[src/mpd_pkg.sv]
// Shared types, codes and exponent tables of the meter packet decoder.
`timescale 1ns / 1ps

package mpd_pkg;

    localparam logic [7:0] SYNC_BYTE = 8'h55;
    localparam logic [3:0] LAST_POS  = 4'd8;

    localparam logic [15:0] READING_LIMIT_RST = 16'd6000;
    localparam logic [15:0] DIODE_LIMIT_RST   = 16'd2500;

    // Configuration register indexes
    localparam logic CFG_READING_LIMIT = 1'b0;
    localparam logic CFG_DIODE_LIMIT   = 1'b1;

    // Status codes
    localparam logic [1:0] ST_OK      = 2'd0;
    localparam logic [1:0] ST_OVER    = 2'd1;
    localparam logic [1:0] ST_INVALID = 2'd2;
    localparam logic [1:0] ST_NA      = 2'd3;

    // Quantity codes
    localparam logic [2:0] QTY_VOLTAGE     = 3'd0;
    localparam logic [2:0] QTY_CURRENT     = 3'd1;
    localparam logic [2:0] QTY_RESISTANCE  = 3'd2;
    localparam logic [2:0] QTY_FREQUENCY   = 3'd3;
    localparam logic [2:0] QTY_CAPACITANCE = 3'd4;
    localparam logic [2:0] QTY_CONTINUITY  = 3'd5;
    localparam logic [2:0] QTY_DUTY        = 3'd6;

    // Unit codes
    localparam logic [2:0] UNIT_VOLT    = 3'd0;
    localparam logic [2:0] UNIT_AMPERE  = 3'd1;
    localparam logic [2:0] UNIT_OHM     = 3'd2;
    localparam logic [2:0] UNIT_HERTZ   = 3'd3;
    localparam logic [2:0] UNIT_FARAD   = 3'd4;
    localparam logic [2:0] UNIT_BOOLEAN = 3'd5;
    localparam logic [2:0] UNIT_PERCENT = 3'd6;

    // Meter mode codes
    localparam logic [2:0] MODE_CURRENT_A  = 3'd0;
    localparam logic [2:0] MODE_CURRENT_B  = 3'd1;
    localparam logic [2:0] MODE_VOLTAGE    = 3'd2;
    localparam logic [2:0] MODE_DIODE      = 3'd3;
    localparam logic [2:0] MODE_RESISTANCE = 3'd4;
    localparam logic [2:0] MODE_FARADS     = 3'd5;
    localparam logic [2:0] MODE_FREQ       = 3'd6;

    typedef struct packed {
        logic [7:0]  mode_byte;
        logic [7:0]  range_byte;
        logic [7:0]  freq_byte;
        logic [15:0] main_raw;
        logic [15:0] sub_raw;
        logic [7:0]  flag_byte;
    } pkt_t;

    typedef struct packed {
        logic               display_sel;
        logic [1:0]         status;
        logic [2:0]         quantity;
        logic [2:0]         unit;
        logic signed [16:0] reading;
        logic signed [4:0]  exponent;
        logic               is_ac;
        logic               is_dc;
        logic               is_auto;
        logic               diode_test;
        logic               last;
    } res_t;

    function automatic logic signed [4:0] volt_exp(input logic [2:0] r);
        logic signed [4:0] e;
        case (r)
            3'd0:    e = -5'sd4;
            3'd1:    e = -5'sd3;
            3'd2:    e = -5'sd2;
            3'd3:    e = -5'sd1;
            default: e = 5'sd0;
        endcase
        return e;
    endfunction

    function automatic logic signed [4:0] ohm_exp(input logic [2:0] r);
        logic signed [4:0] e;
        case (r)
            3'd0:    e = -5'sd1;
            3'd1:    e = 5'sd0;
            3'd2:    e = 5'sd1;
            3'd3:    e = 5'sd2;
            3'd4:    e = 5'sd3;
            default: e = 5'sd4;
        endcase
        return e;
    endfunction

    function automatic logic signed [4:0] farad_exp(input logic [2:0] r);
        logic signed [4:0] e;
        e = -5'sd12 + $signed({2'b00, r});
        return e;
    endfunction

    function automatic logic signed [4:0] freq_exp(input logic [2:0] r);
        logic signed [4:0] e;
        e = -5'sd2 + $signed({2'b00, r});
        return e;
    endfunction

endpackage

[src/mpd_collect.sv]
// Sync hunt and packet byte collection.
`timescale 1ns / 1ps

module mpd_collect
    import mpd_pkg::*;
(
    input  logic       clk,
    input  logic       rst_n,
    input  logic       accept,
    input  logic [7:0] rx_byte,
    output logic       at_last,
    output logic       done,
    output pkt_t       pkt
);

    logic [3:0] pos_reg;
    logic [3:0] pos_next;
    logic [7:0] bytes_reg [0:6];

    assign at_last = (pos_reg == LAST_POS);
    assign done    = accept && at_last;

    always_comb
    begin
        pos_next = pos_reg;
        if (accept)
        begin
            if (pos_reg == 4'd0)
            begin
                if (rx_byte == SYNC_BYTE)
                    pos_next = 4'd1;
            end
            else if (at_last)
                pos_next = 4'd0;
            else
                pos_next = pos_reg + 4'd1;
        end
    end

    always_ff @(posedge clk or negedge rst_n)
    begin
        if (!rst_n)
            pos_reg <= 4'd0;
        else
            pos_reg <= pos_next;
    end

    // Flag byte is taken straight from the completing item
    always_ff @(posedge clk)
    begin
        if (accept && pos_reg != 4'd0 && !at_last)
            bytes_reg[3'(pos_reg - 4'd1)] <= rx_byte;
    end

    assign pkt.mode_byte  = bytes_reg[0];
    assign pkt.range_byte = bytes_reg[1];
    assign pkt.freq_byte  = bytes_reg[2];
    assign pkt.main_raw   = {bytes_reg[4], bytes_reg[3]};
    assign pkt.sub_raw    = {bytes_reg[6], bytes_reg[5]};
    assign pkt.flag_byte  = rx_byte;

endmodule

[src/mpd_decode.sv]
// Decode of one display of a completed packet.
`timescale 1ns / 1ps

module mpd_decode
    import mpd_pkg::*;
(
    input  logic        sub,
    input  pkt_t        pkt,
    input  logic [15:0] reading_limit,
    input  logic [15:0] diode_limit,
    output res_t        res
);

    logic [2:0]         mode;
    logic               func;
    logic [2:0]         range;
    logic [2:0]         frange;
    logic               bad;
    logic               na;
    logic [2:0]         qty;
    logic [2:0]         unt;
    logic signed [4:0]  ex;
    logic               sgn;
    logic               ac;
    logic               dc;
    logic               autor;
    logic               diode;
    logic               beep;
    logic [15:0]        raw;
    logic [15:0]        lim;
    logic signed [16:0] val;
    logic [16:0]        mag;
    logic               over;

    assign mode   = pkt.mode_byte[2:0];
    assign func   = pkt.mode_byte[3];
    assign range  = pkt.range_byte[2:0];
    assign frange = pkt.freq_byte[2:0];

    always_comb
    begin
        bad   = 1'b0;
        na    = 1'b0;
        qty   = QTY_VOLTAGE;
        unt   = UNIT_VOLT;
        ex    = 5'sd0;
        sgn   = 1'b0;
        ac    = 1'b0;
        dc    = 1'b0;
        autor = 1'b0;
        diode = 1'b0;
        beep  = 1'b0;
        lim   = reading_limit;
        raw   = pkt.main_raw;
        if (!sub)
        begin
            autor = !pkt.flag_byte[0];
            unique case (mode)
                MODE_CURRENT_A, MODE_CURRENT_B:
                begin
                    ex  = (mode == MODE_CURRENT_A) ? -5'sd1 : -5'sd2;
                    qty = QTY_CURRENT;
                    unt = UNIT_AMPERE;
                    sgn = 1'b1;
                    dc  = func;
                    ac  = !func;
                end
                MODE_VOLTAGE:
                begin
                    bad = (range >= 3'd5);
                    ex  = volt_exp(range);
                    sgn = 1'b1;
                    dc  = func;
                    ac  = !func;
                end
                MODE_DIODE:
                begin
                    if (func)
                    begin
                        ex    = -5'sd3;
                        lim   = diode_limit;
                        diode = 1'b1;
                        dc    = 1'b1;
                    end
                    else
                    begin
                        beep = 1'b1;
                        qty  = QTY_CONTINUITY;
                        unt  = UNIT_BOOLEAN;
                    end
                end
                MODE_RESISTANCE:
                begin
                    bad = (range >= 3'd6);
                    ex  = ohm_exp(range);
                    qty = QTY_RESISTANCE;
                    unt = UNIT_OHM;
                end
                MODE_FARADS:
                begin
                    ex  = farad_exp(range);
                    qty = QTY_CAPACITANCE;
                    unt = UNIT_FARAD;
                end
                MODE_FREQ:
                begin
                    bad = (frange == 3'd7);
                    ex  = freq_exp(frange);
                    qty = QTY_FREQUENCY;
                    unt = UNIT_HERTZ;
                end
                default:
                    bad = 1'b1;
            endcase
        end
        else
        begin
            raw = pkt.sub_raw;
            if (mode <= MODE_VOLTAGE && !func)
            begin
                qty = QTY_FREQUENCY;
                unt = UNIT_HERTZ;
                ex  = -5'sd2;
            end
            else if (mode == MODE_FREQ)
            begin
                qty = QTY_DUTY;
                unt = UNIT_PERCENT;
                ex  = -5'sd1;
            end
            else
                na = 1'b1;
        end
    end

    assign val  = sgn ? $signed({raw[15], raw}) : $signed({1'b0, raw});
    assign mag  = val[16] ? 17'(-val) : 17'(val);
    assign over = (mag > {1'b0, lim});

    always_comb
    begin
        res             = '0;
        res.display_sel = sub;
        res.last        = sub;
        if (bad)
            res.status = ST_INVALID;
        else if (na)
            res.status = ST_NA;
        else
        begin
            res.status     = over ? ST_OVER : ST_OK;
            res.quantity   = qty;
            res.unit       = unt;
            res.exponent   = ex;
            res.is_ac      = ac;
            res.is_dc      = dc;
            res.is_auto    = autor;
            res.diode_test = diode;
            if (beep)
                res.reading = over ? 17'sd0 : 17'sd1;
            else
                res.reading = val;
        end
    end

endmodule

[src/mpd_outq.sv]
// Four-entry result queue, two items pushed per packet, one popped per cycle while out_ready is high.
`timescale 1ns / 1ps

module mpd_outq
    import mpd_pkg::*;
(
    input  logic clk,
    input  logic rst_n,
    input  logic push,
    input  res_t main_res,
    input  res_t sub_res,
    output logic room2,
    output logic out_valid,
    input  logic out_ready,
    output res_t out_res
);

    res_t       mem_reg [0:3];
    logic [1:0] wr_ptr_reg;
    logic [1:0] rd_ptr_reg;
    logic [2:0] count_reg;
    logic [1:0] wr_ptr_next;
    logic [1:0] rd_ptr_next;
    logic [2:0] count_next;
    logic       pop;

    assign out_valid = (count_reg != 3'd0);
    assign out_res   = mem_reg[rd_ptr_reg];
    assign pop       = out_valid && out_ready;
    assign room2     = (count_reg <= 3'd2);

    always_comb
    begin
        wr_ptr_next = push ? wr_ptr_reg + 2'd2 : wr_ptr_reg;
        rd_ptr_next = pop ? rd_ptr_reg + 2'd1 : rd_ptr_reg;
        count_next  = count_reg + (push ? 3'd2 : 3'd0) - (pop ? 3'd1 : 3'd0);
    end

    always_ff @(posedge clk or negedge rst_n)
    begin
        if (!rst_n)
        begin
            wr_ptr_reg <= 2'd0;
            rd_ptr_reg <= 2'd0;
            count_reg  <= 3'd0;
        end
        else
        begin
            wr_ptr_reg <= wr_ptr_next;
            rd_ptr_reg <= rd_ptr_next;
            count_reg  <= count_next;
        end
    end

    always_ff @(posedge clk)
    begin
        if (push)
        begin
            mem_reg[wr_ptr_reg]        <= main_res;
            mem_reg[wr_ptr_reg + 2'd1] <= sub_res;
        end
    end

    a_push_room: assert property (@(posedge clk) disable iff (!rst_n)
        push |-> count_reg <= 3'd2)
        else $error("packet pushed without room for two items");

    a_count_max: assert property (@(posedge clk) disable iff (!rst_n)
        count_reg <= 3'd4)
        else $error("queue count beyond depth");

    a_push_grow: assert property (@(posedge clk) disable iff (!rst_n)
        push && !pop |=> count_reg == $past(count_reg) + 3'd2)
        else $error("queue count did not grow by two");

    a_ptr_gap: assert property (@(posedge clk) disable iff (!rst_n)
        count_reg != 3'd4 |-> 2'(wr_ptr_reg - rd_ptr_reg) == count_reg[1:0])
        else $error("queue pointers disagree with count");

endmodule

[src/multimeter_packet_decoder_top.sv]
// Top level: meter byte stream in, main and sub display results out.
// Results of a packet are registered into the result queue when its ninth byte is accepted.
// Throughput: one byte per cycle unless the ninth byte is held back; each packet yields two items, main then sub.
// The four-entry result queue holds back the ninth byte only while under two entries are free.
// Reset (rst_n low, asynchronous) returns to the sync hunt, empties the queue
// and loads the limits with 6000 and 2500.
`timescale 1ns / 1ps

module multimeter_packet_decoder_top
    import mpd_pkg::*;
(
    input  logic        clk,
    input  logic        rst_n,
    input  logic        s_tvalid,
    output logic        s_tready,
    input  logic [7:0]  s_tdata,   // rx_byte[7:0]
    output logic        m_tvalid,
    input  logic        m_tready,
    // status[1:0], quantity[4:2], unit[7:5], reading[24:8], exponent[29:25],
    // is_ac[30], is_dc[31], is_auto[32], diode_test[33], zero[39:34]
    output logic [39:0] m_tdata,
    output logic        m_tuser,   // display_sel[0]
    output logic        m_tlast,
    input  logic        cfg_we,
    input  logic        cfg_addr,
    input  logic [15:0] cfg_wdata
);

    logic [15:0] reading_limit_reg;
    logic [15:0] diode_limit_reg;
    logic        accept;
    logic        at_last;
    logic        done;
    logic        room2;
    pkt_t        pkt;
    res_t        main_res;
    res_t        sub_res;
    res_t        out_res;

    always_ff @(posedge clk or negedge rst_n)
    begin
        if (!rst_n)
        begin
            reading_limit_reg <= READING_LIMIT_RST;
            diode_limit_reg   <= DIODE_LIMIT_RST;
        end
        else if (cfg_we)
        begin
            unique case (cfg_addr)
                CFG_READING_LIMIT: reading_limit_reg <= cfg_wdata;
                CFG_DIODE_LIMIT:   diode_limit_reg   <= cfg_wdata;
                default:           reading_limit_reg <= reading_limit_reg;
            endcase
        end
    end

    // Stall only the packet-completing item when the queue is short of room
    assign s_tready = !at_last || room2;
    assign accept   = s_tvalid && s_tready;

    mpd_collect u_collect (
        .clk     (clk),
        .rst_n   (rst_n),
        .accept  (accept),
        .rx_byte (s_tdata),
        .at_last (at_last),
        .done    (done),
        .pkt     (pkt)
    );

    mpd_decode u_dec_main (
        .sub           (1'b0),
        .pkt           (pkt),
        .reading_limit (reading_limit_reg),
        .diode_limit   (diode_limit_reg),
        .res           (main_res)
    );

    mpd_decode u_dec_sub (
        .sub           (1'b1),
        .pkt           (pkt),
        .reading_limit (reading_limit_reg),
        .diode_limit   (diode_limit_reg),
        .res           (sub_res)
    );

    mpd_outq u_outq (
        .clk       (clk),
        .rst_n     (rst_n),
        .push      (done),
        .main_res  (main_res),
        .sub_res   (sub_res),
        .room2     (room2),
        .out_valid (m_tvalid),
        .out_ready (m_tready),
        .out_res   (out_res)
    );

    assign m_tdata = {6'd0, out_res.diode_test, out_res.is_auto, out_res.is_dc, out_res.is_ac,
                      out_res.exponent, out_res.reading, out_res.unit, out_res.quantity,
                      out_res.status};
    assign m_tuser = out_res.display_sel;
    assign m_tlast = out_res.last;

endmodule
[config.mk]
export PLATFORM = sky130hd
export DESIGN_NAME = multimeter_packet_decoder_top
export DESIGN_NICKNAME = d
export VERILOG_FILES = /design/src/mpd_pkg.sv /design/src/mpd_collect.sv /design/src/mpd_decode.sv /design/src/mpd_outq.sv /design/src/multimeter_packet_decoder_top.sv
export SDC_FILE = /design/constraint.sdc
export NUM_CORES = 1
export LEC_CHECK = 0
export BUFFER_PORTS_ARGS = -buffer_cell sky130_fd_sc_hd__buf_4
export CAP_MARGIN = 10
export CORE_MARGIN = 1
export CORE_UTILIZATION = 49
export CTS_CLUSTER_SIZE = 10
export DETAILED_ROUTE_END_ITERATION = 10
export GPL_TIMING_DRIVEN = 0
export HOLD_SLACK_MARGIN = 0.03
export PLACE_DENSITY = 0.64
export SETUP_SLACK_MARGIN = 0.5
export SLEW_MARGIN = 20
export SYNTH_ARGS = -nofsm -noshare
export SYNTH_HDL_FRONTEND = slang
export SYNTH_SLANG_ARGS = --single-unit
[constraint.sdc]
create_clock -name clk -period 9.41 [get_ports clk]
set_clock_uncertainty 0.05 [all_clocks]
set_input_delay 1.4115 -clock clk [delete_from_list [all_inputs] [get_ports clk]]
set_output_delay 1.4115 -clock clk [all_outputs]
set_load 0.02 [all_outputs]
# --- After elaboration in Yosys (flattened, before gate mapping) ---
# Memory sizes are Yosys's and may differ from the RTL's.
# Index checks and enable logic that the tools add are counted.
word_totals:
  register_bits: 43
  mem_bits_rw: 200
  input_bits: 30
  out_inout_bits: 44
  elab_cells: 102
  n_memories: 2
op_classes:
  add_sub_neg: 10
  magnitude_cmp: 6
  n_eq_ne: 14
  mux: 42
  n_bitwise: 1
  n_reduce_logical: 21
memory_table:
  columns: ["name", "words", "word_bits", "rd", "rd_clocked_by_memory_dff", "write_ports", "line_no", "text"]
  rows:
  - ["u_outq.mem_reg", 4, 36, 1, 0, 2, "mpd_outq.sv:18", "res_t mem_reg [0:3];"]
  - ["u_collect.bytes_reg", 7, 8, 7, 0, 1, "mpd_collect.sv:18", "logic [7:0] bytes_reg [0:6];"]
ops:
  columns: ["cell", "n"]
  rows:
  - ["two-way mux 32 bit", 2]
  - ["two-way mux 17 bit", 3]
  - ["two-way mux 16 bit", 2]
  - ["case mux 5 bit (6 select lines)", 1]
  - ["case mux 5 bit (5 select lines)", 1]
  - ["case mux 5 bit (4 select lines)", 1]
  - ["greater-than comparator 17 x 16 -> 1 bit", 1]
  - ["two-way mux 1 bit", 17]
  - ["negation 17 bit", 1]
  - ["greater-than comparator 16 bit", 1]
  - ["== test 3 bit, second input constant", 5]
  - ["two-way mux 5 bit", 3]
  - ["case mux 3 bit (5 select lines)", 1]
  - ["== test 3 x 2 -> 1 bit, second input constant", 4]
  - ["two-way mux 4 bit", 3]
  - ["two-way mux 3 bit", 3]
  - ["== test 8 x 7 -> 1 bit, second input constant", 1]
  - ["== test 3 x 1 -> 1 bit, second input constant", 2]
  - ["greater-or-equal comparator 3 bit, second input constant", 2]
  - ["less-or-equal comparator 3 x 2 -> 1 bit, second input constant", 2]
  - ["logical AND 1 bit", 6]
  - ["logical NOT 3 bit", 2]
  - ["two-way mux 2 bit", 3]
  - ["AND reduction 2 bit", 3]
  - ["21 further kinds", 24]

# --- Logic depth before layout (Yosys ltp) ---
# An unclocked memory read counts as a cell.
depth:
  depth_word: 11
  ltp_mapped: 15
  ltp_nobuf: 12

# --- Cells and area by module ---
# From an unflattened synthesis, not the netlist that was laid out.
hier_totals:
  cells_unflattened: 919
  area_unflattened_um2: 12535.8
modules_own_cells:
  columns: ["module", "instances", "cells_each", "area_per_inst_um2", "seq_area_each_um2"]
  rows:
  - ["mpd_outq", 1, 214, 5506.5, 4474.3]
  - ["mpd_collect", 1, 108, 2122.0, 1781.7]
  - ["mpd_decode at u_dec_sub", 1, 262, 1814.2, 0.0]
  - ["mpd_decode at u_dec_main", 1, 256, 1760.4, 0.0]
  - ["multimeter_packet_decoder_top", 1, 79, 1332.5, 815.8]

# --- Worst setup path after synthesis ---
# Ideal clock, no wire load.
synth_path:
  kind: "input -> register"
  start: "input s_tvalid"
  end: "memory u_outq.mem_reg[0][10] in the netlist's numbering (enable)"
  setup_time_ns: 0.462
  arrival_time_ns: 3.795
  required_ns: 8.898
  setup_slack_ns: 5.103
  stages: 2
  n_path_buf: 0
  cell_sequence: "nand4_1 -> nor2_1"
synth_rtl:
  columns: ["item", "line_no", "text"]
  rows:
  - ["start: declaration", "multimeter_packet_decoder_top.sv:14", "input logic s_tvalid,"]
  - ["end: declaration", "mpd_outq.sv:18", null]

# --- Worst setup path after layout ---
layout_path:
  start: "register u_outq.rd_ptr_reg[1]"
  end: "output m_tdata[5]"
layout_between:
  elab_chain_len: 1
layout_lines:
  columns: ["item", "line_no", "text"]
  rows:
  - ["start: declaration", "mpd_outq.sv:20", "logic [1:0] rd_ptr_reg;"]
  - ["start signal: assignment", "mpd_outq.sv:50", "rd_ptr_reg <= rd_ptr_next;"]
  - ["memory read (4 x 36 bit)", null, null]
  - ["end: declaration", "multimeter_packet_decoder_top.sv:21", "output logic [39:0] m_tdata,"]
# Every way passes these cells.

==> summary.txt <==
Run status
  • Status: finished, final reports clean

Yosys
  • Post-synthesis cell count: 645
  • Number of synthesized flops with an enable pin: 146
  • Most numerous cell in the Yosys netlist: edfxtp_1
  • Syn_area_per_cell: 13.6 um^2
  • Main flop type after synthesis: edfxtp_1
  • Distinct cell type count after synthesis: 60
  • Compound-Gate Fraction of Synth Area: 0.0751
  • Synth async-reset ratio: 0.223
  • Main combinational cell family by area after synthesis: simple AND/OR/NAND/NOR gates
  • Synth area leader: edfxtp_1
  • Post-synthesis xor/xnor area fraction: 0.0179
  • #FFs+latches synth: 188
  • Post-Syn Area: 8800 um^2
  • Synth top area share: 0.498
  • Ys Warns: 0
  • Ranking of synthesized cells by area: edfxtp_1 50%, dfrtp_1 8.5%, ha_1 5.5%
  • Commonest cells post-synth: 146 x edfxtp_1, 48 x nor2_1, 41 x o21ai_0
  • Post-synthesis adder-cell area fraction: 0.0555
  • Sequential-to-total area share from yosys stat: 0.619
  • Mux contribution to synthesized area: 0.0917
  • Simple-Gate Fraction of Synth Area: 0.102

Pwr
  • PnR Total Power: 2.70 mW
  • Leak: 3.91 nW
  • Power per Cell Area: 262 nW/um^2
  • Worst vdd rail ir drop: 155 uV

Worst setup path
  • CP Launch Type: register
  • Worst-path cell chain: clkbuf_1 > buf_1 > mux4_2 > buf_4 > buf_4
  • CP max stage delay: 640 ps
  • WS Path Type: register to output port
  • Crit path top cell by count: buf_4
  • Crit end category: output port
  • Crit path max fanout: 10
  • Worst path buffer plus inverter count: 4
  • Crit-path leading delay family: buffers and inverters
  • CP Data Arrival Time: 2460 ps
  • WP data required: 7950 ps
  • Critical path's slowest cell: buf_1

Layout
  • Layout cell share with drive strength beyond 1: 0.260
  • Max reg flops: 104
  • Layout Cells excl Fill: 978
  • Layout area overhead: 17.0%
  • Final net count: 809
  • Diode count: 0

Routing
  • Via count: 5,301
  • DR DRC count: 0
  • Post-DRT Antenna Nets: 0
  • Drt wl/cell: 18.0 um
  • Vias per inst: 5.42
  • DR iter-0 viols: 245
  • Wirelength, routed: 17.6 mm
  • DR pass1 iterations: 4

Clocking
  • CTS tree: yes
  • Resized cells post-CTS: 0
  • Clk root buf: clkbuf_16
  • Postcts setup bufs: 0
  • Clock-pin slew on the worst setup and hold paths: 60 ps
  • Clk Latency, worst-skew pair: 430 ps
  • Clk buf depth: 2
  • Hold-fix buffers, CTS: 0
  • Clk sinks: 188
  • CTS buffer count: 17
  • H-tree levels: 4

Global route
  • Vias in the first global route: 5,269
  • Total track usage: 0.205
  • First-pass GRT wire length: 28.1 mm
  • Antenna violations before repair: 0
  • Grt ovf: 0
  • Largest net degree at the start of global routing: 43

Timing
  • Final period util: 0.417
  • Slew Viols, Final: 0
  • RSZ-0062 raised after global routing: no
  • Tmin final: 3920 ps
  • Setup TNS Final: 0 ps
  • Fmax: 255 MHz
  • Slew @ Worst Pin: 775 ps
  • Count of final setup violators: 0
  • Fin. Hold Viols: 0
  • Slew Limit Headroom: 0.481

Floorplanning
  • Die X: 136 um
  • Die Area: 18,500 um^2
  • IO Count: 74
  • Die height: 136 um
  • Initial core utilization: 0.505
  • # rows: 48
  • Core footprint: 17,400 um^2

Hold path
  • Worst Hold Class: register to register

Place
  • Port-buffer cells: 67
  • Placer congestion estimate: 0.890
  • Post-DP HPWL: 13.6 mm
  • Inst Count DP: 946

Run
  • Max Cap Viol: 0
[worst paths after layout]
path	startpoint	endpoint	slack, ps	depth (start not counted)
hold / removal	u_outq.count_reg[2]	u_outq.count_reg[2]	460	1
setup reg to reg	u_collect.bytes_reg[0][0]	u_outq.mem_reg[2][10]	5670	15
setup / recovery	u_outq.rd_ptr_reg[1]	m_tdata[5]	5490	5
min in group asynchronous	rst_n	reading_limit_reg[11]	910	1
hold reg to reg	u_outq.count_reg[2]	u_outq.count_reg[2]	460	1
max in group asynchronous	rst_n	diode_limit_reg[2]	8030	1
[cell usage in the layout, fill, tap and decap left out, types with 16 or more instances in the layout]
cell type,n
buf_4,80
mux4_2,21
xnor2_1,16
o21ai_0,41
edfxtp_1,146
and2_1,32
clkbuf_16,17
mux2_2,19
nand2_1,35
inv_1,33
a21oi_1,31
nor2_1,46
ha_1,39
dfrtp_1,30
[metrics by stage]
step / utilization / cell area [um^2] / hold slack, ps / setup slack [ps]
2_1_floorplan: - / 8820 / 412 / 5100
3_3_place_gp: 0.551 / 9600 / 432 / 3880
3_5_place_dp: 0.558 / 9720 / 443 / 5760
4_1_cts: 0.591 / 10300 / 456 / 5420
5_1_grt: 0.591 / 10300 / 487 / 5330
6_report: 0.591 / 10300 / 460 / 5490
[power by group]
part | internal (mW) | switching [mW]
clock network | 0.389 | 0.297
registers | 1.03 | 0.0604
logic | 0.401 | 0.519
total | 1.82 | 0.876
[logic make-up (layout without fill, tap and decap cells)]
kind of cell / after synthesis / count (layout)
simple gates: 170 / 170
fa+ha+maj: 39 / 39
mux: 52 / 52
other cells: 1 / 6
flops: 188 / 188
buf+inv: 69 / 172
xor+xnor: 18 / 18
compound gates: 108 / 108
[metal layers]
metal  track usage  part of all wire  vias to the layer above
met4        0.0716             0.016                        0
met2         0.318              0.47                      119
met1         0.288              0.47                     2593
li1              -                 -                     2567
met3        0.0391             0.045                       22
met5             0                 0                        -
[worst reg2reg max path, delay by kind of cell (launching register included)]
family,cells,cell delay (ps)
xor+xnor,1,230
buf+inv,3,570
flops,1,360
compound gates,5,1220
simple gates,5,850
fa+ha+maj,1,300
[cell type report]
class / instances / area [um^2]
plain buffers: 36 / 210
clock buffers: 17 / 425
clock inverters: 15 / 149
fillers: 1413 / 7120
inverters: 33 / 124
multi-input cells: 393 / 3060
flip-flops and latches: 188 / 5450
well taps: 225 / 282
repair buffers: 71 / 598
Note: power is estimated with default switching activity, not from simulation.
